--- src/sv/sgpm_pkg.sv ---
// Shared types and constants for the symbol grid prefix matcher.
// Used by the match cells, the best-hit tracker, the top level and the checker.
package sgpm_pkg;

   localparam int PATTERN_LEN     = 10;
   localparam int ROW_LEN_MAX     = 64;
   localparam int ROWS_MAX        = 64;

   localparam int SYM_W           = 2;
   localparam int LEN_W           = 4;
   localparam int COL_W           = 6;
   localparam int ROW_W           = 6;
   localparam int PATTERN_W       = 20;
   localparam int CSR_INDEX_W     = 2;
   localparam int CSR_DATA_W      = 20;

   localparam logic [PATTERN_W-1:0] PATTERN_RESET   = PATTERN_W'(97749);
   localparam logic [LEN_W-1:0]     MIN_MATCH_RESET = LEN_W'(4);

   localparam logic [CSR_INDEX_W-1:0] CSR_PATTERN   = CSR_INDEX_W'(0);
   localparam logic [CSR_INDEX_W-1:0] CSR_MIN_MATCH = CSR_INDEX_W'(1);

   typedef struct packed {
      logic [SYM_W-1:0] base;
      logic             row_end;
      logic             grid_end;
   } req_type;

   typedef struct packed {
      logic             found;
      logic [ROW_W-1:0] hit_row;
      logic [COL_W-1:0] hit_column;
      logic [LEN_W-1:0] match_length;
   } rsp_type;

   // An open match attempt moving down the chain.
   typedef struct packed {
      logic             alive;
      logic [COL_W-1:0] start;
   } cand_type;

   // A finished attempt offered to the best-hit tracker.
   typedef struct packed {
      logic             valid;
      logic [LEN_W-1:0] length;
      logic [COL_W-1:0] start;
   } offer_type;

   typedef struct packed {
      logic [LEN_W-1:0] length;
      logic [ROW_W-1:0] row;
      logic [COL_W-1:0] column;
   } best_type;

endpackage

--- src/sv/sgpm_cell.sv ---
// One match cell: holds the attempt that has matched cell_len pattern symbols.
// Depends on sgpm_pkg.
module sgpm_cell (
   input  logic                     clock,
   input  logic                     reset,
   input  logic                     accept,
   input  logic                     flush,
   input  logic [sgpm_pkg::SYM_W-1:0] base,
   input  logic [sgpm_pkg::SYM_W-1:0] pat_sym,
   input  logic [sgpm_pkg::LEN_W-1:0] cell_len,
   input  sgpm_pkg::cand_type       left,
   output sgpm_pkg::cand_type       pass,
   output sgpm_pkg::offer_type      offer
);
   import sgpm_pkg::*;

   logic             alive_ff, alive_in;
   logic [COL_W-1:0] start_ff, start_in;
   logic             match;

   assign match = (pat_sym == base);

   // The attempt moves on only while it keeps matching and its row goes on.
   assign alive_in = accept ? (left.alive & ~flush) : alive_ff;
   assign start_in = accept ? left.start : start_ff;

   always_ff @(posedge clock) begin
      if (reset) begin
         alive_ff <= 1'b0;
      end else begin
         alive_ff <= alive_in;
      end
      start_ff <= start_in;
   end

   assign pass.alive = alive_ff & match;
   assign pass.start = start_ff;

   // A mismatch ends the attempt at its current length; a row end ends it
   // after this symbol has been counted.
   assign offer.valid  = alive_ff & (~match | flush);
   assign offer.length = match ? (cell_len + LEN_W'(1)) : cell_len;
   assign offer.start  = start_ff;

endmodule

--- src/sv/sgpm_best.sv ---
// Best-hit tracker: picks the strongest offer of a beat and keeps the best start.
// Depends on sgpm_pkg.
module sgpm_best (
   input  logic                       clock,
   input  logic                       reset,
   input  logic                       accept,
   input  logic                       grid_end,
   input  logic [sgpm_pkg::ROW_W-1:0] row,
   input  sgpm_pkg::offer_type        offers [0:sgpm_pkg::PATTERN_LEN],
   output sgpm_pkg::best_type         best_next
);
   import sgpm_pkg::*;

   best_type  best_ff, best_in;
   offer_type win;
   logic      better;

   // A higher cell always carries a longer or equally long attempt that started
   // earlier in the row, so the highest valid offer wins within one beat.
   always_comb begin
      win = '0;
      for (int k = 0; k <= PATTERN_LEN; k++) begin
         if (offers[k].valid) begin
            win = offers[k];
         end
      end
   end

   always_comb begin
      better = 1'b0;
      if (win.valid) begin
         if (win.length > best_ff.length) begin
            better = 1'b1;
         end else if (win.length == best_ff.length) begin
            better = (row < best_ff.row) ||
                     ((row == best_ff.row) && (win.start < best_ff.column));
         end
      end
   end

   always_comb begin
      best_next = best_ff;
      if (better) begin
         best_next.length = win.length;
         best_next.row    = row;
         best_next.column = win.start;
      end
   end

   always_comb begin
      best_in = best_ff;
      if (accept) begin
         best_in = grid_end ? '0 : best_next;
      end
   end

   always_ff @(posedge clock) begin
      if (reset) begin
         best_ff <= '0;
      end else begin
         best_ff <= best_in;
      end
   end

endmodule

--- src/sv/symbol_grid_prefix_match.sv ---
// Top level of the symbol grid prefix matcher: counters, chain of match cells,
// configuration registers and result register. Depends on sgpm_pkg, sgpm_cell, sgpm_best.
//
//   port group  | direction | handshake          | carries
//   req_        | in        | req_valid/req_stall | one grid symbol with row and grid end marks
//   rsp_        | out       | rsp_valid/rsp_stall | best match at grid end
//   csr_        | in        | csr_valid/csr_ready | pattern symbols, minimum match length
//
// One symbol is taken every cycle while req_stall is low; the chain of nine
// cells advances all open attempts in the same cycle, and the result of a grid
// is in the output register in the cycle after its last beat is taken.
// Reset is synchronous; it clears all attempts, counters and the best hit, and
// loads the register defaults.
// req_stall rises only while a result waits in the output register and rsp_stall is high.
module symbol_grid_prefix_match (
   input  logic                            clock,
   input  logic                            reset,
   input  logic                            req_valid,
   output logic                            req_stall,
   input  sgpm_pkg::req_type               req_data,
   output logic                            rsp_valid,
   input  logic                            rsp_stall,
   output sgpm_pkg::rsp_type               rsp_data,
   input  logic                            csr_valid,
   output logic                            csr_ready,
   input  logic [sgpm_pkg::CSR_INDEX_W-1:0] csr_index,
   input  logic [sgpm_pkg::CSR_DATA_W-1:0]  csr_data
);
   import sgpm_pkg::*;

   logic [PATTERN_W-1:0] pattern_ff, pattern_in;
   logic [LEN_W-1:0]     min_match_ff, min_match_in;
   logic [COL_W-1:0]     column_ff, column_in;
   logic [ROW_W-1:0]     row_ff, row_in;
   logic                 rsp_valid_ff, rsp_valid_in;
   rsp_type              rsp_data_ff, rsp_data_in;

   logic                 accept;
   logic                 flush;
   logic                 csr_write;
   logic [LEN_W-1:0]     need;
   rsp_type              result;
   best_type             best_next;
   cand_type             pass_w  [0:PATTERN_LEN-1];
   offer_type            offer_w [0:PATTERN_LEN];

   assign accept    = req_valid & ~req_stall;
   assign req_stall = rsp_valid_ff & rsp_stall;
   assign csr_ready = 1'b1;
   assign csr_write = csr_valid & csr_ready;

   // Row ends at its mark, at grid end, or at the last column a row can hold.
   assign flush = req_data.row_end | req_data.grid_end |
                  (column_ff == COL_W'(ROW_LEN_MAX - 1));

   // Configuration registers.
   always_comb begin
      pattern_in   = pattern_ff;
      min_match_in = min_match_ff;
      if (csr_write) begin
         case (csr_index)
            CSR_PATTERN:   pattern_in   = csr_data[PATTERN_W-1:0];
            CSR_MIN_MATCH: min_match_in = csr_data[LEN_W-1:0];
            default: begin
            end
         endcase
      end
   end

   // Position counters.
   always_comb begin
      column_in = column_ff;
      row_in    = row_ff;
      if (accept) begin
         if (req_data.grid_end) begin
            column_in = '0;
            row_in    = '0;
         end else if (flush) begin
            column_in = '0;
            if (row_ff < ROW_W'(ROWS_MAX - 1)) begin
               row_in = row_ff + ROW_W'(1);
            end
         end else begin
            column_in = column_ff + COL_W'(1);
         end
      end
   end

   // A new attempt opens at every column and is checked against the first
   // pattern symbol right away.
   assign pass_w[0].alive   = (pattern_ff[SYM_W-1:0] == req_data.base);
   assign pass_w[0].start   = column_ff;
   assign offer_w[0].valid  = pass_w[0].alive & flush;
   assign offer_w[0].length = LEN_W'(1);
   assign offer_w[0].start  = column_ff;

   for (genvar k = 1; k < PATTERN_LEN; k++) begin : g_cell
      sgpm_cell u_cell (
         .clock    (clock),
         .reset    (reset),
         .accept   (accept),
         .flush    (flush),
         .base     (req_data.base),
         .pat_sym  (pattern_ff[SYM_W*k +: SYM_W]),
         .cell_len (LEN_W'(k)),
         .left     (pass_w[k-1]),
         .pass     (pass_w[k]),
         .offer    (offer_w[k])
      );
   end

   // An attempt leaving the last cell has matched the whole pattern.
   assign offer_w[PATTERN_LEN].valid  = pass_w[PATTERN_LEN-1].alive;
   assign offer_w[PATTERN_LEN].length = LEN_W'(PATTERN_LEN);
   assign offer_w[PATTERN_LEN].start  = pass_w[PATTERN_LEN-1].start;

   sgpm_best u_best (
      .clock     (clock),
      .reset     (reset),
      .accept    (accept),
      .grid_end  (req_data.grid_end),
      .row       (row_ff),
      .offers    (offer_w),
      .best_next (best_next)
   );

   // A minimum of zero behaves as one.
   assign need = (min_match_ff == '0) ? LEN_W'(1) : min_match_ff;

   always_comb begin
      result = '0;
      if (best_next.length >= need) begin
         result.found        = 1'b1;
         result.hit_row      = best_next.row;
         result.hit_column   = best_next.column;
         result.match_length = best_next.length;
      end
   end

   always_comb begin
      rsp_valid_in = rsp_valid_ff & rsp_stall;
      rsp_data_in  = rsp_data_ff;
      if (accept && req_data.grid_end) begin
         rsp_valid_in = 1'b1;
         rsp_data_in  = result;
      end
   end

   always_ff @(posedge clock) begin
      if (reset) begin
         pattern_ff   <= PATTERN_RESET;
         min_match_ff <= MIN_MATCH_RESET;
         column_ff    <= '0;
         row_ff       <= '0;
         rsp_valid_ff <= 1'b0;
      end else begin
         pattern_ff   <= pattern_in;
         min_match_ff <= min_match_in;
         column_ff    <= column_in;
         row_ff       <= row_in;
         rsp_valid_ff <= rsp_valid_in;
      end
      rsp_data_ff <= rsp_data_in;
   end

   assign rsp_valid = rsp_valid_ff;
   assign rsp_data  = rsp_data_ff;

endmodule

--- config.mk ---
export PLATFORM = sky130hd
export DESIGN_NAME = symbol_grid_prefix_match
export DESIGN_NICKNAME = d
export VERILOG_FILES = /design/src/sv/sgpm_pkg.sv /design/src/sv/sgpm_cell.sv /design/src/sv/sgpm_best.sv /design/src/sv/symbol_grid_prefix_match.sv
export SDC_FILE = /design/constraint.sdc
export NUM_CORES = 1
export LEC_CHECK = 0
export BUFFER_PORTS_ARGS = -buffer_cell sky130_fd_sc_hd__buf_2
export CAP_MARGIN = 20
export CORE_UTILIZATION = 40
export DETAILED_ROUTE_END_ITERATION = 12
export PLACE_DENSITY = 0.62
export SETUP_SLACK_MARGIN = 0.5
export SLEW_MARGIN = 20
export SYNTH_ARGS = -nofsm -noshare
export SYNTH_HDL_FRONTEND = slang
export SYNTH_SLANG_ARGS = --single-unit
--- constraint.sdc ---
create_clock -name clock -period 8.67 [get_ports clock]
set_clock_uncertainty 0.05 [all_clocks]
set_input_delay 0.4335 -clock clock [delete_from_list [all_inputs] [get_ports clock]]
set_output_delay 0.4335 -clock clock [all_outputs]
set_load 0.02 [all_outputs]
### Yosys cells after proc, flatten, opt, wreduce, memory -nomap -nowiden

Cells that the tools add are included.

* $add $sub $neg: 2
* magnitude comparators: 5
* equal/unequal tests: 14
* multiplexer cells: 33
* bitwise gates (word level): 52
* reductions and logical operators: 10

Operators by type and width (number)
* 2-to-1 mux 11 bit: 11
* 2-to-1 mux 16 bit: 2
* bitwise AND 1 bit: 30
* 2-to-1 mux 6 bit: 5
* equality test 2 bit: 10
* 2-to-1 mux 17 bit: 1
* adder 6 x 1 -> 6 bit (second input constant): 2
* less-than comparator 6 bit: 2
* inverter 1 bit: 11
* bitwise OR 1 bit: 11
* 2-to-1 mux 1 bit: 8
* 2-to-1 mux 4 bit: 2
* equality test 6 bit: 1
* equality test 6 bit (second input constant): 1
* less-than comparator 6 bit (second input constant): 1
* 2-to-1 mux 2 bit: 3
* equality test 4 bit: 1
* >= comparator 4 bit: 1
* greater-than comparator 4 bit: 1
* zero test 4 bit: 1
* AND reduction 2 bit: 2
* nonzero test 2 bit: 2
* 2-to-1 mux 3 bit: 1
* AND reduction 3 bit: 1
* 4 further kinds: 5

* bits in registers: 133
* input port bits: 31
* output and inout bits: 20
* logic and storage cells: 146

### Logic depth before layout (Yosys ltp)

* depth in word-level cells: 23
* depth in mapped cells: 26
* depth with buffers taken out: 22

### Cells and area by module

Synthesis repeated with hierarchy kept, for this count alone.

* cells, all modules: 736
* area, all modules: 7716.2 sq um

Modules (own cells, without submodules)
* sgpm_cell: instances 9, cells an instance 29, area each 372.9 sq um, sequential area each 200.2 sq um
* symbol_grid_prefix_match: instances 1, cells an instance 232, area each 2331.0 sq um, sequential area each 1251.2 sq um
* sgpm_best: instances 1, cells an instance 243, area each 2029.4 sq um, sequential area each 320.3 sq um

### Worst setup path before layout

No wires, ideal clock.

* path type: reg-to-reg
* from: register column_ff[0]
* to: register rsp_data_ff, in the netlist rsp_data[10], data pin
* library setup time: 274 ps
* arrival time: 5660 ps
* required time: 8346 ps
* path slack: 2686 ps
* cell stages (with the launch flop): 26
* buffers on the path: 5
* period minus slack after synthesis: 5984 ps
* cell sequence: dfxtp_1 -> ha_1 -> nand3_1 -> o21ai_1 -> buf_2 -> buf_2 -> clkbuf_1 -> nand4b_1 -> a32oi_1 -> a211oi_1 -> a21oi_1 -> o21ai_0 -> ha_1 -> o311ai_1 -> a211o_1 -> or3_4 -> or4_1 -> buf_2 -> nand2_1 -> o21a_1 -> ha_1 -> nand2b_1 -> a21o_1 -> o22ai_1 -> clkbuf_1 -> nor3_2

* word-level cells in the longest chain between the ends: 22
* elaborated cells between the ends (all ways): 42
* classes of those cells: order compare (3); eq/ne (2); mux (15); bitwise (20); reduce/logical (2)

RTL lines
* start: declaration: RTL line symbol_grid_prefix_match.sv:33 `logic [COL_W-1:0] column_ff, column_in;`
* start signal: assignment: RTL line symbol_grid_prefix_match.sv:159 `column_ff <= column_in;`
* equality test 6 bit: RTL line symbol_grid_prefix_match.sv:54 `(column_ff == COL_W'(ROW_LEN_MAX - 1));`
* bitwise OR 1 bit: RTL line symbol_grid_prefix_match.sv:53 `assign flush = req_data.row_end | req_data.grid_end |`
* bitwise AND 1 bit / bitwise OR 1 bit (equally long branches): RTL line symbol_grid_prefix_match.sv:93, sgpm_cell.sv:41
* 2-to-1 mux 11 bit / bitwise AND 1 bit (equally long branches): RTL line sgpm_best.sv:23, sgpm_cell.sv:41
* 2-to-1 mux 11 bit (8 in series): RTL line sgpm_best.sv:23 `if (offers[k].valid) begin`
* 2-to-1 mux 11 bit * (2 in series): RTL line sgpm_best.sv:23
* less-than comparator 6 bit: RTL line sgpm_best.sv:36 `((row == best_ff.row) && (win.start < best_ff.column));`
* logical AND 1 bit: RTL line sgpm_best.sv:36
* logical OR 1 bit: RTL line sgpm_best.sv:35 `better = (row < best_ff.row) ||`
* 2-to-1 mux 1 bit: RTL line sgpm_best.sv:34 `end else if (win.length == best_ff.length) begin`
* 2-to-1 mux 1 bit: RTL line sgpm_best.sv:32 `if (win.length > best_ff.length) begin`
* 2-to-1 mux 1 bit: RTL line sgpm_best.sv:31 `if (win.valid) begin`
* 2-to-1 mux 16 bit *: RTL line sgpm_best.sv:43 `if (better) begin`
* >= comparator 4 bit: RTL line symbol_grid_prefix_match.sv:132 `if (best_next.length >= need) begin`
* end signal: assignment: RTL line symbol_grid_prefix_match.sv:163 `rsp_data_ff <= rsp_data_in;`
* end: declaration: RTL line symbol_grid_prefix_match.sv:36 `rsp_type rsp_data_ff, rsp_data_in;`

Mark *: on every way between the ends. The rest lies on a longest branch, timed or not.
A chain may end at the register's enable or synchronous reset.

### Final worst setup path

* from: register column_ff[0]
* to: register rsp_data_ff, in the netlist rsp_data[5], data pin

Same word-level chain as after synthesis.

==> summary by stage <==
Layout
Once layout is complete, the cells apart from fillers number 944. In the final layout, flip-flops and latches occupy 3373 um^2. The layout overhead on the synthesized area is 14.66%.

Leaving out fill and tap cells, the most frequent cells in the layout are sky130_fd_sc_hd__nand2_1 (81), sky130_fd_sc_hd__a21oi_1 (75), sky130_fd_sc_hd__edfxtp_1 (71), sky130_fd_sc_hd__dfxtp_1 (62), sky130_fd_sc_hd__buf_2 (49). The number of nets in the final layout is 767. The multi-input logic area is 2993 um^2. The share of layout cells above drive strength 1 is 0.1552. The leading cell type in the layout, fill and taps excluded is sky130_fd_sc_hd__nand2_1. Counting the fill cells in the layout gives 1,528. The number of antenna diodes in the final layout is 0.

Floorplanning
The die area is 17,050 um^2. The count of boundary I/O pins is 51. The die height is 130.6 um.

The region available for standard cell placement spans 16,000 um^2. The floorplan step set the die width to 130.6 um. Row generation in the floorplan step produced 46 rows. For this configuration, the core starts out at a cell density of 0.4134.

Worst setup path
At the worst endpoint, the required time is 8780 ps. In this design, the stage delay of the slowest critical-path cell is 800 ps. The worst setup path is captured at a flop. The number of buffer and inverter stages on the critical path is 2. The gate family responsible for the most delay along the worst path is compound AO/OA/AOI/OAI gates. The critical path launch point type is a flop. The critical path goes through ha_1 > nand3_1 > o21ai_2 > buf_4 > o21a_1 > a31oi_1 > nand2_1 > a31oi_1 > o21ai_0 > ha_1 > and3_1 > o311ai_1 > a211o_1 > or3_4 > or4_1 > nand2_1 > o21a_1 > ha_1 > nand2b_1 > a21o_1 > a2111oi_4 > buf_4 > nor3_1. The biggest fanout along the worst timing path is 16. At the worst endpoint, the arrival time is 7210 ps. The critical-path cell with the highest stage delay is sky130_fd_sc_hd__or4_1. The cell with the most instances on the worst path is sky130_fd_sc_hd__ha_1.

The type of the setup path with the least slack is flop to flop.

STA
The transition time at the pin with the least slew margin is 1065 ps. The final count of hold timing violations came to 0. The highest clock rate is 0.1409 GHz.

The worst-case setup margin in the final layout is 1572 ps. The total negative slack for setup checks is 0 ps. Dividing the final minimum period by the clock period gives 0.8187. Setup repair after global routing left no endpoint under its margin.

The worst hold margin is 175.8 ps. The final number of max-transition violations is 0. The headroom to the max-slew limit is 0.2903.

The minimum clock period after layout is 7098 ps. Setup violations remaining at the end of the flow were counted as 0.

Logic synthesis
In this run, synthesis inferred 71 flip-flops with an integrated enable. After synthesis, the share of flip-flops with an asynchronous set or reset is 0. The gate count of the mapped netlist is 680. The number of warning messages in the yosys log is 0. Yosys mapped the design onto 70 distinct sky130hd cell types. The post-synthesis sequential area ratio is 0.5100. The average instance in the mapped netlist occupies 9.726 um^2.

Among all flip-flop cells after synthesis, the most frequent one is sky130_fd_sc_hd__edfxtp_1. The number of synthesized register bits is 133. Synthesis produced a netlist with a net count of 731. The total standard cell area after synthesis is 6614 um^2.

Pwr
The switching power total is 346.1 uW. The internal power of the cells is 1.154 mW. Of the total power, the clock network draws 0.452. Dividing total power by cell area gives a power density of 197.9 nW/um^2. The static leakage is 2.771 nW. The share of total power dissipated in sequential elements is 0.470. The share of total power dissipated in combinational logic is 0.078.

The maximum VDD drop is 132.0 uV. After layout, the design draws a total of 1.501 mW. Of the total power, the share spent switching nets is 0.2306.

Placed design
The HPWL after detailed placement is 11.09 mm. The number of port buffers is 49. Counting tap cells, the placed design contains a total of 912 instances. The last weighted congestion value of the routability-driven placer is 0.8746.

OpenSTA, run right after detailed placement, puts the worst setup slack at 1238 ps.

Flow run
The tool flagged a number of max-cap violations equal to 0.

CTS
The CTS clock-pin slew for the worst setup and hold paths is 50 ps. Post-CTS timing repair inserted 0 buffers for setup. The clock latency on the worst-skew pair is 420 ps. The clock drives 133 sinks.

CTS placed an instance of sky130_fd_sc_hd__clkbuf_16 at the clock tree root. TritonCTS built the clock tree. The number of levels the H-tree was split into is 4. Counting along the longest clock path gives a buffer depth of 2. The number of buffers inserted by hold repair at cts is 0. In this run, post-CTS repair resized a total of 0 instances.

TritonCTS created 17 clock buffers.

Drt
The routed length per instance is 16.43 um. The number of vias in the routed layout is 5,188. After detailed routing, the total wire length is 15.51 mm. In the routed layout, each cell is associated on average with a via count of 5.496. The detail route stage leaves a number of antenna-violating nets equal to 0.

The first detailed-routing pass took 5 iterations. The number of violations reported at the end of detailed-routing iteration 0 is 549. The number of design rule violations left after detail routing is 0.

Global route
In the global route stage, overall resource usage came out at 0.1957. The number of antenna violations at the first check in global routing is 0. The first-pass GRT wire length is 25.47 mm. For this run the aggregate overflow at the end of global routing stands at 0.

Entering global routing, the biggest net connects 61 pins. The via count of the first global-routing pass is 4,979.

Hold path
The class of the most critical hold timing path is primary input to flop.

Outcome
The run finished with clean final reports.
area by class of cell:
type                    instances  share of cell area
clock buffers                  28             0.07227
clock inverters                 3            0.001980
inverters                      25             0.01237
multi-input cells             484              0.3947
flip-flops and latches        133              0.4448
well taps                     216             0.03564
repair buffers                 55             0.03828
path summary, 6_finish.rpt:
path | start | to | slack (ps) | depth (start not counted)
max | column_ff[0]$_SDFFE_PP0P_ | rsp_data[5]$_SDFFCE_PN0P_ | 1570 | 23
min reg2reg | g_cell[8].u_cell.start_ff[4]$_DFFE_PP_ | g_cell[9].u_cell.start_ff[4]$_DFFE_PP_ | 400 | 0
max reg2reg | column_ff[0]$_SDFFE_PP0P_ | rsp_data[5]$_SDFFCE_PN0P_ | 1570 | 23
min | csr_data[16] | pattern_ff[16]$_SDFFE_PP1P_ | 180 | 3
cells by family after synthesis:
| logic type | count (synthesis) | share of synthesized area |
|---|---|---|
| buf+inv | 63 | 0.03973 |
| mux | 5 | 0.007567 |
| flops | 133 | 0.5100 |
| xor+xnor | 23 | 0.03046 |
| other cells | 1 | 0.0005670 |
| simple gates | 253 | 0.1918 |
| compound gates | 182 | 0.1820 |
| fa+ha+maj | 20 | 0.03784 |
power by group through the flow:
stage	registers, mW	clock network, mW	logic (mW)
2_1_floorplan	0.718	0	0.0805
6_report	0.706	0.678	0.117
3_5_place_dp	0.719	0	0.115
3_3_place_gp	0.717	0	0.114
5_1_grt	0.708	0.715	0.129
4_1_cts	0.706	0.689	0.115
synth_stat cells (all sizes together), types with 3 or more instances:
library cell   n  area [um^2]
a21oi         76        391.6
nand2         81        304.0
nor3          28        190.2
nand3         40        200.2
and2           4        25.02
a31oi          5        46.29
inv           25        93.84
and3           3        18.77
a211oi         5        42.54
o21ai         33        168.9
buf            9        60.06
clkbuf        29        108.9
a21o           5        37.54
dfxtp         62         1241
nand4          9        56.30
a211o          5        43.79
a21boi         4        33.78
mux2i          5        50.05
a32oi          4        35.03
nor4           3        18.77
edfxtp        71         2132
nor2          47        176.4
nand2b         8        50.05
nor3b          3        22.52
o21a           8        60.06
or3            3        23.77
nand3b        16        120.1
o31ai          4        35.03
xor2           9        78.83
a311oi         4        35.03
xnor2         14        122.6
a311o          3        30.03
ha            20        250.2
a31o           6        52.55
worst min-delay path, delay by kind of cell:
kind / cells / cell delay, ps
buffers and inverters: 1 / 80
AND/OR/NAND/NOR: 2 / 100
sequential cells by signal, summed over array words and instances (netlist names):
register / cells
rsp_valid: 1
u_best.best_ff: 16
rsp_data: 17
column_ff: 6
g_cell.u_cell.alive_ff: 9
row_ff: 6
min_match_ff: 4
pattern_ff: 20
g_cell.u_cell.start_ff: 54
metal layers:
| metal | track usage | part of all wire | wire length, um | vias to the layer above |
|---|---|---|---|---|
| met1 | 0.2600 | 0.47 | 7277 | 2460 |
| met3 | 0.04560 | 0.049 | 766 | 17 |
| met4 | 0.07505 | 0.013 | 196 | 0 |
| li1 | - | - | - | 2561 |
| met5 | 0 | 0 | 0 | - |
| met2 | 0.3100 | 0.47 | 7274 | 150 |
through the flow:
stage	utilization	area [um^2]
5_1_grt	0.4740	7584
6_report	0.4740	7584
3_3_place_gp	0.4379	7007
3_5_place_dp	0.4379	7007
2_1_floorplan	-	6614
4_1_cts	0.4731	7570
Power figures use the tool's default switching activity.
